==> src/design/sfc_pkg.sv <==
// Package for the serial frame checker: constants, item and result types,
// status codes and the CRC-16/XMODEM byte update. No dependencies.
package sfc_pkg;

    localparam int unsigned FRAME_BUFFER_BYTES_DEF = 64;
    localparam int unsigned FRAME_BUFFER_MIN       = 6;
    localparam int unsigned FRAME_BUFFER_MAX       = 256;

    localparam logic [15:0] CRC_POLY   = 16'h1021;
    localparam logic [15:0] CRC_INIT   = 16'h0000;
    localparam logic [8:0]  FRAME_OVERHEAD  = 9'd4;
    localparam logic [8:0]  MIN_FRAME_BYTES = 9'd6;

    localparam logic [7:0] START_MARKER_RST = 8'h02;
    localparam logic [7:0] STOP_MARKER_RST  = 8'h03;

    // Configuration register indexes
    localparam int unsigned CFG_INDEX_W = 1;
    localparam logic [CFG_INDEX_W-1:0] CFG_START_MARKER = 1'b0;
    localparam logic [CFG_INDEX_W-1:0] CFG_STOP_MARKER  = 1'b1;

    typedef enum logic [1:0] {
        STAT_OK           = 2'd0,
        STAT_BAD_DELIM    = 2'd1,
        STAT_CRC_MISMATCH = 2'd2,
        STAT_BAD_LENGTH   = 2'd3
    } status_t;

    typedef struct packed {
        logic [7:0] rx_byte;
        logic       burst_end;
    } item_t;

    typedef struct packed {
        logic [1:0]  frame_status;
        logic [7:0]  command_code;
        logic [5:0]  last_position;
        logic [15:0] computed_crc;
        logic [15:0] received_crc;
    } result_t;

    // Handshake between the input register and the frame checker
    typedef struct packed {
        logic take;     // checker consumes the held item this cycle
        logic free;     // result register can accept a new result
    } stage_ctrl_t;

    function automatic logic [15:0] crc_update(input logic [15:0] crc_in,
                                               input logic [7:0]  data);
        logic [15:0] crc;
        crc = crc_in ^ {data, 8'h00};
        for (int k = 0; k < 8; k++)
        begin
            if (crc[15])
                crc = {crc[14:0], 1'b0} ^ CRC_POLY;
            else
                crc = {crc[14:0], 1'b0};
        end
        return crc;
    endfunction

endpackage

==> src/design/sfc_if.sv <==
// Channel interfaces of the serial frame checker: received bytes in,
// frame results out. Depends on nothing but plain logic types.
interface sfc_in_if;
    logic       valid;
    logic       ready;
    logic [7:0] rx_byte;
    logic       burst_end;

    modport source (output valid, output rx_byte, output burst_end, input ready);
    modport sink   (input valid, input rx_byte, input burst_end, output ready);
endinterface

interface sfc_out_if;
    logic        valid;
    logic        ready;
    logic [1:0]  frame_status;
    logic [7:0]  command_code;
    logic [5:0]  last_position;
    logic [15:0] computed_crc;
    logic [15:0] received_crc;

    modport source (output valid, output frame_status, output command_code,
                    output last_position, output computed_crc,
                    output received_crc, input ready);
    modport sink   (input valid, input frame_status, input command_code,
                    input last_position, input computed_crc,
                    input received_crc, output ready);
endinterface

==> src/design/sfc_in_reg.sv <==
// Input register of the serial frame checker: holds one received item.
// Depends on sfc_pkg.
module sfc_in_reg
(
    input  logic                 clk,
    input  logic                 rst_n,
    input  logic                 in_valid,
    output logic                 in_ready,
    input  sfc_pkg::item_t       in_item,
    input  sfc_pkg::stage_ctrl_t ctrl,
    output logic                 held_valid,
    output sfc_pkg::item_t       held_item
);

    logic           valid_reg;
    logic           valid_next;
    sfc_pkg::item_t item_reg;
    logic           load;

    assign in_ready = !valid_reg || ctrl.free;
    assign load     = in_valid && in_ready;

    always_comb
    begin
        valid_next = valid_reg;
        if (load)
            valid_next = 1'b1;
        else if (ctrl.take)
            valid_next = 1'b0;
    end

    always_ff @(posedge clk or negedge rst_n)
    begin
        if (!rst_n)
            valid_reg <= 1'b0;
        else
            valid_reg <= valid_next;
    end

    always_ff @(posedge clk)
    begin
        if (load)
            item_reg <= in_item;
    end

    assign held_valid = valid_reg;
    assign held_item  = item_reg;

endmodule

==> src/design/sfc_frame_check.sv <==
// Frame tracker and checker: keeps per-frame state, the running CRC and the
// marker registers, and forms the result when a frame closes. Uses sfc_pkg.
module sfc_frame_check
#(
    parameter int unsigned FRAME_BUFFER_BYTES = sfc_pkg::FRAME_BUFFER_BYTES_DEF
)
(
    input  logic                               clk,
    input  logic                               rst_n,
    input  logic                               cfg_we,
    input  logic [sfc_pkg::CFG_INDEX_W-1:0]    cfg_index,
    input  logic [7:0]                         cfg_data,
    input  logic                               held_valid,
    input  sfc_pkg::item_t                     held_item,
    input  logic                               out_free,
    output sfc_pkg::stage_ctrl_t               ctrl,
    output logic                               res_valid,
    output sfc_pkg::result_t                   res_data
);

    localparam int unsigned POS_W = $clog2(FRAME_BUFFER_BYTES);
    localparam logic [8:0]  LAST_POS = 9'(FRAME_BUFFER_BYTES - 1);

    logic [7:0]       start_marker_reg;
    logic [7:0]       stop_marker_reg;

    logic [POS_W-1:0] pos_reg;
    logic [POS_W-1:0] pos_next;
    logic [15:0]      crc_reg;
    logic [15:0]      crc_next;
    logic [7:0]       first_reg;
    logic [7:0]       first_next;
    logic [7:0]       len_reg;
    logic [7:0]       len_next;
    logic [7:0]       cmd_reg;
    logic [7:0]       cmd_next;
    logic [15:0]      recent_reg;
    logic [15:0]      recent_next;

    logic             fire;
    logic             close;
    logic [8:0]       pos_ext;
    logic [8:0]       count;
    logic [7:0]       b;
    logic [7:0]       first_cur;
    logic [7:0]       len_cur;
    logic [7:0]       cmd_cur;
    logic [15:0]      crc_cur;
    logic             crc_en;
    sfc_pkg::status_t status;

    assign fire      = held_valid && out_free;
    assign ctrl.take = fire;
    assign ctrl.free = out_free;

    assign b       = held_item.rx_byte;
    assign pos_ext = 9'(pos_reg);
    assign count   = pos_ext + 9'd1;
    assign close   = held_item.burst_end || (pos_ext == LAST_POS);

    // Capture the header bytes as they pass
    assign first_cur = (pos_ext == 9'd0) ? b : first_reg;
    assign len_cur   = (pos_ext == 9'd1) ? b : len_reg;
    assign cmd_cur   = (pos_ext == 9'd2) ? b : cmd_reg;

    // Covered bytes: positions 1 .. length-4
    assign crc_en  = (pos_ext != 9'd0) &&
                     ((pos_ext + sfc_pkg::FRAME_OVERHEAD) <= {1'b0, len_cur});
    assign crc_cur = crc_en ? sfc_pkg::crc_update(crc_reg, b) : crc_reg;

    always_comb
    begin
        if (first_cur != start_marker_reg || b != stop_marker_reg)
            status = sfc_pkg::STAT_BAD_DELIM;
        else if (count < sfc_pkg::MIN_FRAME_BYTES || {1'b0, len_cur} != count)
            status = sfc_pkg::STAT_BAD_LENGTH;
        else if (crc_cur != recent_reg)
            status = sfc_pkg::STAT_CRC_MISMATCH;
        else
            status = sfc_pkg::STAT_OK;
    end

    assign res_valid              = fire && close;
    assign res_data.frame_status  = status;
    assign res_data.command_code  = cmd_cur;
    assign res_data.last_position = pos_ext[5:0];
    assign res_data.computed_crc  = crc_cur;
    assign res_data.received_crc  = recent_reg;

    always_comb
    begin
        pos_next    = pos_reg;
        crc_next    = crc_reg;
        first_next  = first_reg;
        len_next    = len_reg;
        cmd_next    = cmd_reg;
        recent_next = recent_reg;
        if (fire)
        begin
            if (close)
            begin
                pos_next    = '0;
                crc_next    = sfc_pkg::CRC_INIT;
                first_next  = '0;
                len_next    = '0;
                cmd_next    = '0;
                recent_next = '0;
            end
            else
            begin
                pos_next    = count[POS_W-1:0];
                crc_next    = crc_cur;
                first_next  = first_cur;
                len_next    = len_cur;
                cmd_next    = cmd_cur;
                recent_next = {recent_reg[7:0], b};
            end
        end
    end

    always_ff @(posedge clk or negedge rst_n)
    begin
        if (!rst_n)
        begin
            pos_reg    <= '0;
            crc_reg    <= sfc_pkg::CRC_INIT;
            first_reg  <= '0;
            len_reg    <= '0;
            cmd_reg    <= '0;
            recent_reg <= '0;
        end
        else
        begin
            pos_reg    <= pos_next;
            crc_reg    <= crc_next;
            first_reg  <= first_next;
            len_reg    <= len_next;
            cmd_reg    <= cmd_next;
            recent_reg <= recent_next;
        end
    end

    always_ff @(posedge clk or negedge rst_n)
    begin
        if (!rst_n)
        begin
            start_marker_reg <= sfc_pkg::START_MARKER_RST;
            stop_marker_reg  <= sfc_pkg::STOP_MARKER_RST;
        end
        else if (cfg_we)
        begin
            case (cfg_index)
                sfc_pkg::CFG_START_MARKER: start_marker_reg <= cfg_data;
                sfc_pkg::CFG_STOP_MARKER:  stop_marker_reg  <= cfg_data;
                default: ;
            endcase
        end
    end

endmodule

==> src/design/sfc_out_reg.sv <==
// Result register of the serial frame checker: holds one result until the
// receiver takes it. Depends on sfc_pkg.
module sfc_out_reg
(
    input  logic             clk,
    input  logic             rst_n,
    input  logic             load_valid,
    input  sfc_pkg::result_t load_data,
    output logic             free,
    output logic             out_valid,
    input  logic             out_ready,
    output sfc_pkg::result_t out_data
);

    logic             valid_reg;
    logic             valid_next;
    sfc_pkg::result_t data_reg;

    assign free = !valid_reg || out_ready;

    always_comb
    begin
        valid_next = valid_reg;
        if (load_valid)
            valid_next = 1'b1;
        else if (out_ready)
            valid_next = 1'b0;
    end

    always_ff @(posedge clk or negedge rst_n)
    begin
        if (!rst_n)
            valid_reg <= 1'b0;
        else
            valid_reg <= valid_next;
    end

    always_ff @(posedge clk)
    begin
        if (load_valid)
            data_reg <= load_data;
    end

    assign out_valid = valid_reg;
    assign out_data  = data_reg;

endmodule

==> src/design/serial_frame_checker_crc16_unit.sv <==
// Top level of the serial frame checker with CRC-16/XMODEM.
// Depends on sfc_pkg, sfc_if, sfc_in_reg, sfc_frame_check, sfc_out_reg.
//
// Usage:
//   rx  : one received byte per item, with burst_end set on the last byte of
//         a burst. A frame closes on that byte or when the frame buffer
//         (FRAME_BUFFER_BYTES bytes) fills.
//   res : one item per closed frame: status, command byte, byte count minus
//         one, computed CRC and the CRC carried in the frame.
//   cfg : write port for the start and stop markers (index 0 and 1); write
//         only while no frame is in flight.
// Path: an accepted byte is registered in the input register and checked
//   there; a result it closes is registered in the result register for res.
// Throughput: one byte per cycle unless a result waits; the per-byte CRC
//   update is an 8-step shift/xor network between input and result registers.
// Reset: all frame state clears, markers return to 0x02 / 0x03, both
//   registers empty. No clearing pass is needed.
// Stall: while a result waits, one more byte can still be taken into the
//   input register; the frame state then holds until res is taken.
module serial_frame_checker_crc16_unit
#(
    parameter int unsigned FRAME_BUFFER_BYTES = sfc_pkg::FRAME_BUFFER_BYTES_DEF
)
(
    input  logic                            clk,
    input  logic                            rst_n,
    sfc_in_if.sink                          rx,
    sfc_out_if.source                       res,
    input  logic                            cfg_we,
    input  logic [sfc_pkg::CFG_INDEX_W-1:0] cfg_index,
    input  logic [7:0]                      cfg_data
);

    sfc_pkg::item_t       rx_item;
    sfc_pkg::item_t       held_item;
    logic                 held_valid;
    sfc_pkg::stage_ctrl_t ctrl;
    logic                 out_free;
    logic                 chk_valid;
    sfc_pkg::result_t     chk_data;
    sfc_pkg::result_t     res_data;

    // Pack the incoming channel into an item
    assign rx_item.rx_byte   = rx.rx_byte;
    assign rx_item.burst_end = rx.burst_end;

    sfc_in_reg u_in_reg
    (
        .clk        (clk),
        .rst_n      (rst_n),
        .in_valid   (rx.valid),
        .in_ready   (rx.ready),
        .in_item    (rx_item),
        .ctrl       (ctrl),
        .held_valid (held_valid),
        .held_item  (held_item)
    );

    // Frame state, running CRC and checks
    sfc_frame_check #(
        .FRAME_BUFFER_BYTES (FRAME_BUFFER_BYTES)
    ) u_frame_check
    (
        .clk        (clk),
        .rst_n      (rst_n),
        .cfg_we     (cfg_we),
        .cfg_index  (cfg_index),
        .cfg_data   (cfg_data),
        .held_valid (held_valid),
        .held_item  (held_item),
        .out_free   (out_free),
        .ctrl       (ctrl),
        .res_valid  (chk_valid),
        .res_data   (chk_data)
    );

    // Hold the result until the receiver takes it
    sfc_out_reg u_out_reg
    (
        .clk        (clk),
        .rst_n      (rst_n),
        .load_valid (chk_valid),
        .load_data  (chk_data),
        .free       (out_free),
        .out_valid  (res.valid),
        .out_ready  (res.ready),
        .out_data   (res_data)
    );

    assign res.frame_status  = res_data.frame_status;
    assign res.command_code  = res_data.command_code;
    assign res.last_position = res_data.last_position;
    assign res.computed_crc  = res_data.computed_crc;
    assign res.received_crc  = res_data.received_crc;

endmodule
==> src/flat_wrapper.sv <==
// flat-port wrapper written by rule: the top's interface ports become plain ports
module serial_frame_checker_crc16_unit_flat 
#(
    parameter int unsigned FRAME_BUFFER_BYTES = sfc_pkg::FRAME_BUFFER_BYTES_DEF
)
  (clk, rst_n, cfg_we, cfg_index, cfg_data, rx_valid, rx_rx_byte, rx_burst_end, rx_ready, res_valid, res_frame_status, res_command_code, res_last_position, res_computed_crc, res_received_crc, res_ready);
  sfc_in_if rx_i ();
  sfc_out_if res_i ();
  input  logic clk;
  input  logic rst_n;
  input  logic cfg_we;
  input  logic [sfc_pkg::CFG_INDEX_W-1:0] cfg_index;
  input  logic [7:0] cfg_data;
  input wire logic [$bits(rx_i.valid)-1:0] rx_valid;
  input wire logic [$bits(rx_i.rx_byte)-1:0] rx_rx_byte;
  input wire logic [$bits(rx_i.burst_end)-1:0] rx_burst_end;
  output wire logic [$bits(rx_i.ready)-1:0] rx_ready;
  output wire logic [$bits(res_i.valid)-1:0] res_valid;
  output wire logic [$bits(res_i.frame_status)-1:0] res_frame_status;
  output wire logic [$bits(res_i.command_code)-1:0] res_command_code;
  output wire logic [$bits(res_i.last_position)-1:0] res_last_position;
  output wire logic [$bits(res_i.computed_crc)-1:0] res_computed_crc;
  output wire logic [$bits(res_i.received_crc)-1:0] res_received_crc;
  input wire logic [$bits(res_i.ready)-1:0] res_ready;
  assign rx_i.valid = rx_valid;
  assign rx_i.rx_byte = rx_rx_byte;
  assign rx_i.burst_end = rx_burst_end;
  assign rx_ready = rx_i.ready;
  assign res_valid = res_i.valid;
  assign res_frame_status = res_i.frame_status;
  assign res_command_code = res_i.command_code;
  assign res_last_position = res_i.last_position;
  assign res_computed_crc = res_i.computed_crc;
  assign res_received_crc = res_i.received_crc;
  assign res_i.ready = res_ready;
  serial_frame_checker_crc16_unit #(.FRAME_BUFFER_BYTES(FRAME_BUFFER_BYTES)) u_core (.clk(clk), .rst_n(rst_n), .rx(rx_i), .res(res_i), .cfg_we(cfg_we), .cfg_index(cfg_index), .cfg_data(cfg_data));
endmodule
==> config.mk <==
export PLATFORM = sky130hd
export DESIGN_NAME = serial_frame_checker_crc16_unit_flat
export DESIGN_NICKNAME = d
export VERILOG_FILES = /design/src/design/sfc_pkg.sv /design/src/design/sfc_if.sv /design/src/design/sfc_in_reg.sv /design/src/design/sfc_frame_check.sv /design/src/design/sfc_out_reg.sv /design/src/design/serial_frame_checker_crc16_unit.sv /design/src/flat_wrapper.sv
export SDC_FILE = /design/constraint.sdc
export NUM_CORES = 1
export LEC_CHECK = 0
export BUFFER_PORTS_ARGS = -buffer_cell sky130_fd_sc_hd__buf_2
export CAP_MARGIN = 20
export CORE_MARGIN = 4
export CORE_UTILIZATION = 30
export DETAILED_ROUTE_END_ITERATION = 7
export PLACE_DENSITY = 0.52
export SLEW_MARGIN = 20
export SYNTH_ARGS = -nofsm -noshare
export SYNTH_HDL_FRONTEND = slang
export SYNTH_SLANG_ARGS = --single-unit
export TNS_END_PERCENT = 1
==> constraint.sdc <==
create_clock -name clk -period 9.8 [get_ports clk]
set_clock_uncertainty 0.1 [all_clocks]
set_input_delay 1.47 -clock clk [delete_from_list [all_inputs] [get_ports clk]]
set_output_delay 1.47 -clock clk [all_outputs]
set_load 0.02 [all_outputs]
# --- After elaboration in Yosys (flattened, before gate mapping) ---
# Cells that the tools add are included.
totals:
  register_bits: 137
  inputBits: 23
  output_inout_bits: 50
  wordCells: 81
classes:
  n_addsub: 2
  n_lt_le_gt_ge: 2
  n_eq_ne: 7
  muxes: 24
  bitwise_logic: 10
  n_reduce_logical: 18
ops:
  columns: ["cell", "count"]
  rows:
  - ["13-bit two-way mux", 8]
  - ["16-bit two-way mux", 3]
  - ["8-bit two-way mux", 6]
  - ["3-bit NOT", 8]
  - ["16-bit inequality test", 1]
  - ["8-bit inequality test", 2]
  - ["16-bit bitwise XOR", 1]
  - ["9-bit zero test", 1]
  - ["9-bit nonzero test", 1]
  - ["7-bit by 8-bit less-or-equal comparator with 1-bit output", 1]
  - ["8-bit by 7-bit inequality test with 1-bit output", 1]
  - ["6-bit by 1-bit adder with 7-bit output, second input constant", 1]
  - ["6-bit by 3-bit adder with 7-bit output, second input constant", 1]
  - ["7-bit by 3-bit < comparator with 1-bit output, second input constant", 1]
  - ["6-bit by 1-bit == test with 1-bit output, second input constant", 1]
  - ["6-bit by 2-bit == test with 1-bit output, second input constant", 1]
  - ["6-bit == test, second input constant", 1]
  - ["6-bit two-way mux", 1]
  - ["1-bit logical OR", 5]
  - ["1-bit logical AND", 4]
  - ["1-bit two-way mux", 4]
  - ["2-bit two-way mux", 2]
  - ["2-bit AND reduction", 2]
  - ["2-bit nonzero test", 2]
  - ["other kinds (3)", 4]

# --- Depth between registers and ports, before layout ---
# Gate-level depths: netlist (run 1).
depth:
  depth_word: 21
  depth_mapped: 15
  mapped_depth_nobuf: 13

# --- Modules after synthesis ---
# From an unflattened synthesis (run 1), not the netlist that was laid out.
unflattened:
  hier_cells: 520
  hier_area_um2: 6582.6
modules_own_cells:
  columns: ["module", "instances", "cells_per_inst", "area_each_um2", "seq_area_each_um2"]
  rows:
  - ["sfc_frame_check", 1, 455, 4764.6, 1955.6]
  - ["sfc_out_reg", 1, 51, 1488.9, 1466.4]
  - ["sfc_in_reg", 1, 14, 329.1, 295.3]

# --- Least setup slack after synthesis (run 1) ---
# No wires, ideal clock.
synth_path:
  path_kind: "input to register"
  from: "input port res_ready"
  to: "register u_core.u_out_reg.data_reg (netlist bit u_core.u_out_reg.out_data[0]), enable pin"
  setup_ns: 0.454
  arrival_time_ns: 4.108
  required_time_ns: 9.246
  path_slack_ns: 5.139
  path_stages: 5
  n_path_buf: 2
  path_cell_list: "nand2b_1 nand2_1 clkbuf_1 buf_1 nor2_1"
synth_between:
  elab_chain_cells: 3
synth_lines:
  columns: ["item", "line_no", "rtl"]
  rows:
  - ["start: declaration", "flat_wrapper.sv:24", "input wire logic [$bits(res_i.ready)-1:0] res_ready;"]
  - ["1-bit logical OR", "sfc_out_reg.sv:19", "assign free = !valid_reg || out_ready;"]
  - ["1-bit logical AND", "sfc_frame_check.sv:52", "assign fire = held_valid && out_free;"]
  - ["1-bit logical AND", "sfc_frame_check.sv:83", "assign res_valid = fire && close;"]
  - ["named net u_core.chk_valid", "serial_frame_checker_crc16_unit.sv:39", "logic chk_valid;"]
  - ["end signal: assignment", "sfc_out_reg.sv:41", "data_reg <= load_data;"]
  - ["end: declaration", "sfc_out_reg.sv:17", "sfc_pkg::result_t data_reg;"]
# The timed path passes the listed nets, and every way through them passes these cells.
# A chain may end at the register's enable or synchronous reset.

# --- Worst setup path in the final report (run 1) ---
layout_path:
  from: "register u_core.u_frame_check.pos_reg[2]"
  to: "register u_core.u_out_reg.data_reg (netlist bit u_core.u_out_reg.out_data[47]) (data pin)"
layout_between:
  elab_chain_cells: 8
  word_cells_on_any_way: 18
  cone_classes: "2 x add/sub; 2 x order compare; 4 x eq/ne; 5 x mux; 5 x reduce/logical"
layout_lines:
  columns: ["item", "line_no", "rtl"]
  rows:
  - ["start: declaration", "sfc_frame_check.sv:27", "logic [POS_W-1:0] pos_reg;"]
  - ["start signal: assignment", "sfc_frame_check.sv:134", "pos_reg <= pos_next;"]
  - ["parallel branches: the longest is 8 deep, another holds 7-bit by 8-bit less-or-equal comparator with 1-bit output", null, null]
# Several ways; the timed one is not identified.

==> run_results.csv, run 1 <==
group,metric,value,unit
synthesis,yosysTopAreaCell,"dfrtp_1",
timing,slew_headroom,0.3528,
clock_tree,cts_buffer_depth,2,
synthesis,synthArstFlopShare,0.5839,
worst_setup_path,critPathBufInv,2,
drt,dr.pass1.iters,5,
final_layout,drive_gt1_frac,0.2620,
clock_tree,cts_resized,0,
synthesis,ys_seq_area_frac,0.5782,
worst_setup_path,start_kind,"flop",
synthesis,synth_edf_count,57,
min_path,hold_depth,2,
power,powerDensity,324.7,mW/mm²
floorplan,dieHeight,154.4,µm
clock_tree,ctsHoldBuffers,0,
outcome,outcome,"complete, no violations",
synthesis,synth_most_common_cell,"dfrtp_1",
drt,dr_total_vias,4187,
clock_tree,clock-sinks,137,
synthesis,synthCells,505,
grt,grt_max_degree,81,
final_layout,n_fill_cell,2048,
synthesis,yosys_most_used_dff,"dfrtp_1",
worst_setup_path,critPathMaxStageDelay,0.75,ns
drt,drc,0,
timing,setup_viol_count_final,0,
drt,vias_per_cell,4.874,
worst_setup_path,path_class,"flop to flop",
worst_setup_path,cp_slowest_cell,"nor4bb_4",
grt,grt_pass1_wl,24.46,mm
placed_design,place.gp.congestion,0.8882,
min_path,min_to,"u_core.u_frame_check.len_reg[1]$_DFFE_PN0P_",
power,irDropWorstVdd,136.5,µV
drt,antenna_left,0,
final_layout,syn_to_final_growth,18.86,%
drt,drt_iter0_markers,234,
clock_tree,clkTransAtPathRegs,0.06,ns
worst_setup_path,timing.rr.end,"u_core.u_out_reg.out_data[47]$_SDFFCE_PP0P_",
power,p_int,1.587,mW
worst_setup_path,reg2reg_depth,14,
final_layout,largest_reg_flops,48,
timing,worst_slew_pin_slew,0.9685,ns
synthesis,synthDominantCellAreaShare,0.2997,
timing,fmax,210.8,MHz
clock_tree,worst_skew_pair.late_latency,0.42,ns
power,power.switching,0.8939,mW
floorplan,initial_core_util,0.3058,
worst_setup_path,rrSetupSlack,5.06,ns
worst_setup_path,cp_cell_sequence,"inv_1, ha_1, nor4bb_4, mux2i_1, ha_1, and3_1, nor2b_1, o311ai_1, buf_4, a21boi_0, or3_1, a22o_2, nor4_1, a31oi_1",
floorplan,core_area,0.02102,mm²
flow_run,maxCapViolCount,0,
power,p_leak,3.224,nW
worst_setup_path,arrival,4.79,ns
clock_tree,cts_setup_buffers,0,
synthesis,avgSynthCellArea,12.73,µm²
timing,maxSlewViolCount,0,
worst_setup_path,cp_max_fo,11,
grt,antenna_found_initial,0,
grt,grt_overflow,0,
power,swShare,0.3603,
power,seqPwrFrac,0.335,
worst_setup_path,startpoint,"u_core.u_frame_check.pos_reg[2]$_DFFE_PN0P_",
placed_design,portBuffers,72,
placed_design,dp.cells,828,
floorplan,die_w,154.4,µm
timing,rsz0062_at_grt,"false",
clock_tree,cts_tree,"yes",
worst_setup_path,cp_top_family,"simple AND/OR/NAND/NOR gates",
synthesis,ys_types,65,
timing,layout_min_cycle_time,4.744,ns
synthesis,synth_area_leaders,"dfrtp_1 (30%), edfxtp_1 (27%), a22o_1 (4.9%)",
drt,routedWlPerCell,17.67,µm
min_path,hp-start,"u_core.u_frame_check.len_reg[1]$_DFFE_PN0P_",
final_layout,finalNonFillerCells,859,
clock_tree,htreeDepth,4,
final_layout,seq_area,0.003717,mm²
synthesis,synthesis.nets,541,
clock_tree,cts_made_buffers,17,
timing,report.final.hold_viol_count,0,
placed_design,dp_hpwl,10.45,mm
worst_setup_path,crit_top_cell,"ha_1",
worst_setup_path,worst_setup_path_end_kind,"flop",
timing,fin_tns_setup,0,ns
synthesis,yosys-top-cells-count,"dfrtp_1 (77), edfxtp_1 (57), a22o_1 (36)",
floorplan,fp-row-count,53,
final_layout,postLayoutCoreUtil,0.3635,
drt,wl,15.18,mm
synthesis,mappedNetlistArea,0.006429,mm²
floorplan,pin_count,73,
grt,grt_pass1_vias,4333,
worst_setup_path,required,9.84,ns
min_path,hp-class,"flop to flop",
power,clkPwrFrac,0.270,
timing,final.period_utilization,0.4840,
floorplan,die_area,0.02383,mm²
synthesis,ys_ff_latch,137,
worst_setup_path,r2r_start,"u_core.u_frame_check.pos_reg[2]$_DFFE_PN0P_",
clock_tree,cts-root-buf,"clkbuf_16",
grt,grt.total_usage,0.1320,
final_layout,num_antenna_cells,0,
synthesis,ys_warn_count,0,
final_layout,multi_input_area,0.002492,mm²
power,p_comb_frac,0.395,
final_layout,nets,608,
-- worst reg2reg max path, cell delays in order (launching register included) --
cell,delay [ns]
dfrtp_1,0.44
inv_1,0.17
ha_1,0.18
nor4bb_4,0.75
mux2i_1,0.41
ha_1,0.31
and3_1,0.21
nor2b_1,0.15
o311ai_1,0.27
buf_4,0.24
a21boi_0,0.14
or3_1,0.41
a22o_2,0.27
nor4_1,0.26
a31oi_1,0.15
-- power by group through the flow --
stage	clock network [mW]	registers (mW)	logic (mW)
after CTS	0.685	0.832	0.986
after global routing	0.711	0.846	1.08
after floorplan	0	0.855	0.740
final	0.670	0.830	0.980
after detailed placement	0	0.841	0.981
after global placement	0	0.838	0.970
-- logic make-up after synthesis --
| family | Yosys count | share of synthesized area |
|---|---|---|
| muxes | 44 | 0.07337 |
| buffers and inverters | 46 | 0.03600 |
| adders and majority gates | 13 | 0.02530 |
| and+or+nand+nor | 103 | 0.08681 |
| AOI/OAI and AO/OA | 107 | 0.1242 |
| DFF | 137 | 0.5782 |
| xor gates and xnor gates | 55 | 0.07610 |
-- routing by layer --
layer	track usage	part of all wire	wire, µm	vias up
li1	-	-	-	1975
met1	0.1731	0.46	6919	2087
met2	0.2088	0.48	7214	105
met3	0.03497	0.050	758	20
met4	0.05214	0.019	283	0
met5	0	0	0	-
-- final cells by class --
type / instances / area share
clock buffer: 22 / 0.06206
clock inverter: 9 / 0.01899
inverter: 17 / 0.008351
multi-input combinational: 322 / 0.3262
sequential: 137 / 0.4865
tap: 275 / 0.04503
timing repair buffer: 77 / 0.05289
-- how the worst max path moves through the flow --
| stage | endpoint | slack, ns | cells past startpoint |
|---|---|---|---|
| after global routing | u_core.u_out_reg.out_data[47]$_SDFFCE_PP0P_ | 4.78 | 14 |
| final | u_core.u_out_reg.out_data[47]$_SDFFCE_PP0P_ | 5.06 | 14 |
| after detailed placement | u_core.u_out_reg.out_data[47]$_SDFFCE_PP0P_ | 5.09 | 14 |
| after global placement | u_core.u_out_reg.out_data[47]$_SDFFCE_PP0P_ | 5.17 | 14 |
| after floorplan | u_core.u_out_reg.out_data[0]$_DFFE_PP_ | 5.14 | 5 |
| after CTS | u_core.u_out_reg.out_data[47]$_SDFFCE_PP0P_ | 5.07 | 14 |
-- metrics by stage --
step | instance area, µm² | power [mW] | setup slack, ns | hold slack, ns
2_1_floorplan | 6429 | 1.595 | 5.139 | 0.3473
3_3_place_gp | 7018 | 1.808 | 5.169 | 0.3802
3_5_place_dp | 7018 | 1.822 | 5.087 | 0.3779
4_1_cts | 7637 | 2.503 | 5.069 | 0.3956
5_1_grt | 7641 | 2.633 | 4.779 | 0.4178
6_report | 7641 | 2.481 | 5.056 | 0.3914
-- cells in the final DEF, fill, tap and decap left out, types with 3 or more instances in the layout --
cell / instances
a21boi_0: 3
a21o_1: 3
a21oi_1: 9
a22o_1: 36
and2_1: 5
buf_2: 71
buf_4: 5
bufinv_16: 4
clkbuf_16: 17
clkbuf_8: 3
dfrtp_1: 77
dfstp_2: 3
edfxtp_1: 57
ha_1: 13
inv_1: 17
mux2_2: 25
mux2i_1: 19
nand2_1: 32
nand3_1: 8
nand4_1: 3
nor2_1: 9
nor2b_1: 3
nor3_1: 14
nor4_1: 5
o21ai_0: 30
o22ai_1: 6
or2_2: 4
or3_1: 3
xnor2_1: 28
xor2_1: 26
(Power assumes the default switching activity.)
==> run 2, diff against run 1 <==
ABC_AREA = 1   (was unset)
PLACE_DENSITY = 0.51   (was 0.52)
clock period = 4.4 ns   (was 9.8 ns; I/O delays follow)
==> run_results.csv, run 2 <==
group,metric,value,unit
outcome,outcome,"complete, no violations",
final_layout,final_cell_area,0.008060,mm²
grt,grt_pass1_wl,28.56,mm
floorplan,core_area,0.02257,mm²
worst_setup_path,cp_max_fo,21,
final_layout,multi_input_area,0.002648,mm²
timing,report.final.hold_viol_count,0,
min_path,hp-class,"input pin to asynchronous set/reset pin",
synthesis,yosysTopAreaCell,"dfrtp_1",
synthesis,synthArstFlopShare,0.5839,
timing,final.period_utilization,0.8896,
final_layout,num_antenna_cells,0,
final_layout,n_fill_cell,2369,
floorplan,fp-row-count,55,
floorplan,die_w,159.4,µm
worst_setup_path,path_class,"flop to flop",
worst_setup_path,rrSetupSlack,0.49,ns
clock_tree,worst_skew_pair.late_latency,0.43,ns
floorplan,initial_core_util,0.3045,
drt,dr_total_vias,5193,
clock_tree,htreeDepth,4,
drt,vias_per_cell,4.649,
clock_tree,cts_setup_buffers,0,
drt,drt_iter0_markers,327,
clock_tree,cts-root-buf,"clkbuf_16",
flow_run,maxCapViolCount,0,
power,powerDensity,623.4,mW/mm²
clock_tree,ctsHoldBuffers,0,
clock_tree,clkTransAtPathRegs,0.06,ns
timing,fmax,255.5,MHz
timing,layout_min_cycle_time,3.914,ns
synthesis,ys_types,39,
clock_tree,cts_made_buffers,17,
timing,slew_headroom,0.4869,
timing,setup_viol_count_final,0,
grt,antenna_found_initial,0,
drt,antenna_left,0,
worst_setup_path,timing.rr.end,"u_core.u_out_reg.out_data[47]$_SDFFCE_PP0P_",
clock_tree,cts_tree,"yes",
floorplan,die_area,0.02540,mm²
timing,fin_tns_setup,0,ns
timing,worst_slew_pin_slew,0.7696,ns
final_layout,final_common_cell,"nand2_1",
worst_setup_path,r2r_start,"u_core.u_frame_check.pos_reg[2]$_DFFE_PN0P_",
placed_design,portBuffers,72,
grt,grt_pass1_vias,5291,
final_layout,nets,855,
synthesis,ys_seq_area_frac,0.5408,
worst_setup_path,reg2reg_depth,22,
final_layout,largest_reg_flops,48,
final_layout,syn_to_final_growth,17.26,%
synthesis,synth_area_leaders,"dfrtp_1 (28%), edfxtp_1 (25%), nand2_1 (10%)",
worst_setup_path,start_kind,"flop",
final_layout,seq_area,0.003717,mm²
timing,rsz0062_at_grt,"false",
worst_setup_path,arrival,3.99,ns
placed_design,dp_hpwl,12.64,mm
synthesis,synthesis.nets,781,
synthesis,synth_edf_count,57,
clock_tree,cts_resized,0,
grt,grt_overflow,0,
drt,routedWlPerCell,15.70,µm
synthesis,ys_warn_count,0,
power,irDropWorstVdd,245.2,µV
placed_design,dpl_cell_area,0.007536,mm²
drt,drc,0,
final_layout,drive_gt1_frac,0.1935,
synthesis,ys_ff_latch,137,
timing,maxSlewViolCount,0,
synthesis,synth_most_common_cell,"nand2_1",
synthesis,synthDominantCellAreaShare,0.2803,
grt,grt.total_usage,0.1428,
floorplan,pin_count,73,
placed_design,place.gp.congestion,0.8759,
clock_tree,clock-sinks,137,
synthesis,synthCells,745,
final_layout,layout_common_cells,"nand2_1 (188), inv_1 (102), dfrtp_1 (77)",
power,p_leak,3.818,nW
worst_setup_path,required,4.48,ns
clock_tree,cts_buffer_depth,2,
synthesis,yosys_most_used_dff,"dfrtp_1",
synthesis,avgSynthCellArea,9.227,µm²
grt,grt_max_degree,55,
drt,wl,17.54,mm
floorplan,dieHeight,159.4,µm
synthesis,yosys-top-cells-count,"nand2_1 (188), inv_1 (102), dfrtp_1 (77)",
worst_setup_path,worst_setup_path_end_kind,"flop",
drt,dr.pass1.iters,5,
synthesis,mappedNetlistArea,0.006874,mm²
run 2: changes by cell type in the layout (fill, tap and decap cells not counted), sizes merged, moves of 7 or more:
cell / before / now
nand3: 8 / 62
xnor2: 29 / 13
inv: 17 / 104
mux2i: 19 / 0
xor2: 26 / 15
nor3: 15 / 2
o21a: 1 / 8
nand2: 33 / 222
mux2: 25 / 0
nor2: 11 / 26
o21ai: 31 / 54
o22ai: 6 / 34
a22o: 37 / 7
run 2: worst max path at each step:
stage,start,end
finish,u_core.u_frame_check.pos_reg[2]$_DFFE_PN0P_,u_core.u_out_reg.out_data[47]$_SDFFCE_PP0P_
global route,u_core.u_frame_check.pos_reg[2]$_DFFE_PN0P_,u_core.u_out_reg.out_data[47]$_SDFFCE_PP0P_
CTS,u_core.u_frame_check.pos_reg[2]$_DFFE_PN0P_,u_core.u_out_reg.out_data[47]$_SDFFCE_PP0P_
detailed placement,u_core.u_frame_check.pos_reg[2]$_DFFE_PN0P_,u_core.u_out_reg.out_data[47]$_SDFFCE_PP0P_
global placement,u_core.u_frame_check.pos_reg[2]$_DFFE_PN0P_,u_core.u_out_reg.out_data[47]$_SDFFCE_PP0P_
floorplan,res_ready,u_core.u_out_reg.out_data[0]$_DFFE_PP_
run 2: critical path: stages (launching register included):
cell and delay (ns):
dfrtp_1 0.43, inv_1 0.12, ha_1 0.28, nand2_2 0.11
clkinv_1 0.11, nand2_4 0.18, nand2_1 0.07, o21ai_1 0.10
inv_1 0.09, ha_1 0.30, nand3_1 0.11, nor3_1 0.28
nor2_4 0.08, nand2_4 0.23, nand2_4 0.30, nand2_4 0.15
nand2_2 0.06, nand2_1 0.06, nand2_1 0.05, nor2_1 0.15
nand3_1 0.13, nor2_2 0.12, a21oi_2 0.05
run 2: final cells by class:
type / count / share of cell area
repair buffers: 78 / 0.05216
flip-flops and latches: 137 / 0.4612
well taps: 285 / 0.04424
multi-input cells: 480 / 0.3285
clock inverters: 9 / 0.009469
clock buffers: 23 / 0.05557
inverters: 105 / 0.04890
run 2: stage by stage:
stage | total power [mW] | setup WS, ns | util | std cells | hold WS (ns)
2_1_floorplan | 3.333 | 0.4982 | - | 745 | 0.2644
3_3_place_gp | 3.765 | 0.6069 | 0.3339 | 1085 | 0.3361
3_5_place_dp | 3.768 | 0.4710 | 0.3339 | 1085 | 0.3425
4_1_cts | 5.086 | 0.4581 | 0.3571 | 1117 | 0.2314
5_1_grt | 5.427 | 0.09486 | 0.3571 | 1117 | 0.2632
6_report | 5.025 | 0.4859 | 0.3571 | 1117 | 0.2014
run 2: kinds of logic after synthesis:
family	after synthesis	share of synthesized area
compound gates	109	0.09483
xor+xnor	28	0.03568
fa+ha+maj	13	0.02366
buf+inv	128	0.07681
flops	137	0.5408
simple gates	330	0.2282
run 2: power breakdown:
group / leakage, nW / internal (mW) / switching [mW]
clock: 0.260 / 0.770 / 0.528
sequential: 1.59 / 1.62 / 0.157
combinational: 1.97 / 0.647 / 1.30
run 2: metal layers:
| metal | wire [µm] | track usage | vias to the layer above |
|---|---|---|---|
| met5 | 0 | 0 | - |
| met1 | 8272 | 0.1909 | 2441 |
| li1 | - | - | 2597 |
| met4 | 369 | 0.05523 | 0 |
| met3 | 768 | 0.02951 | 25 |
| met2 | 8126 | 0.2285 | 130 |
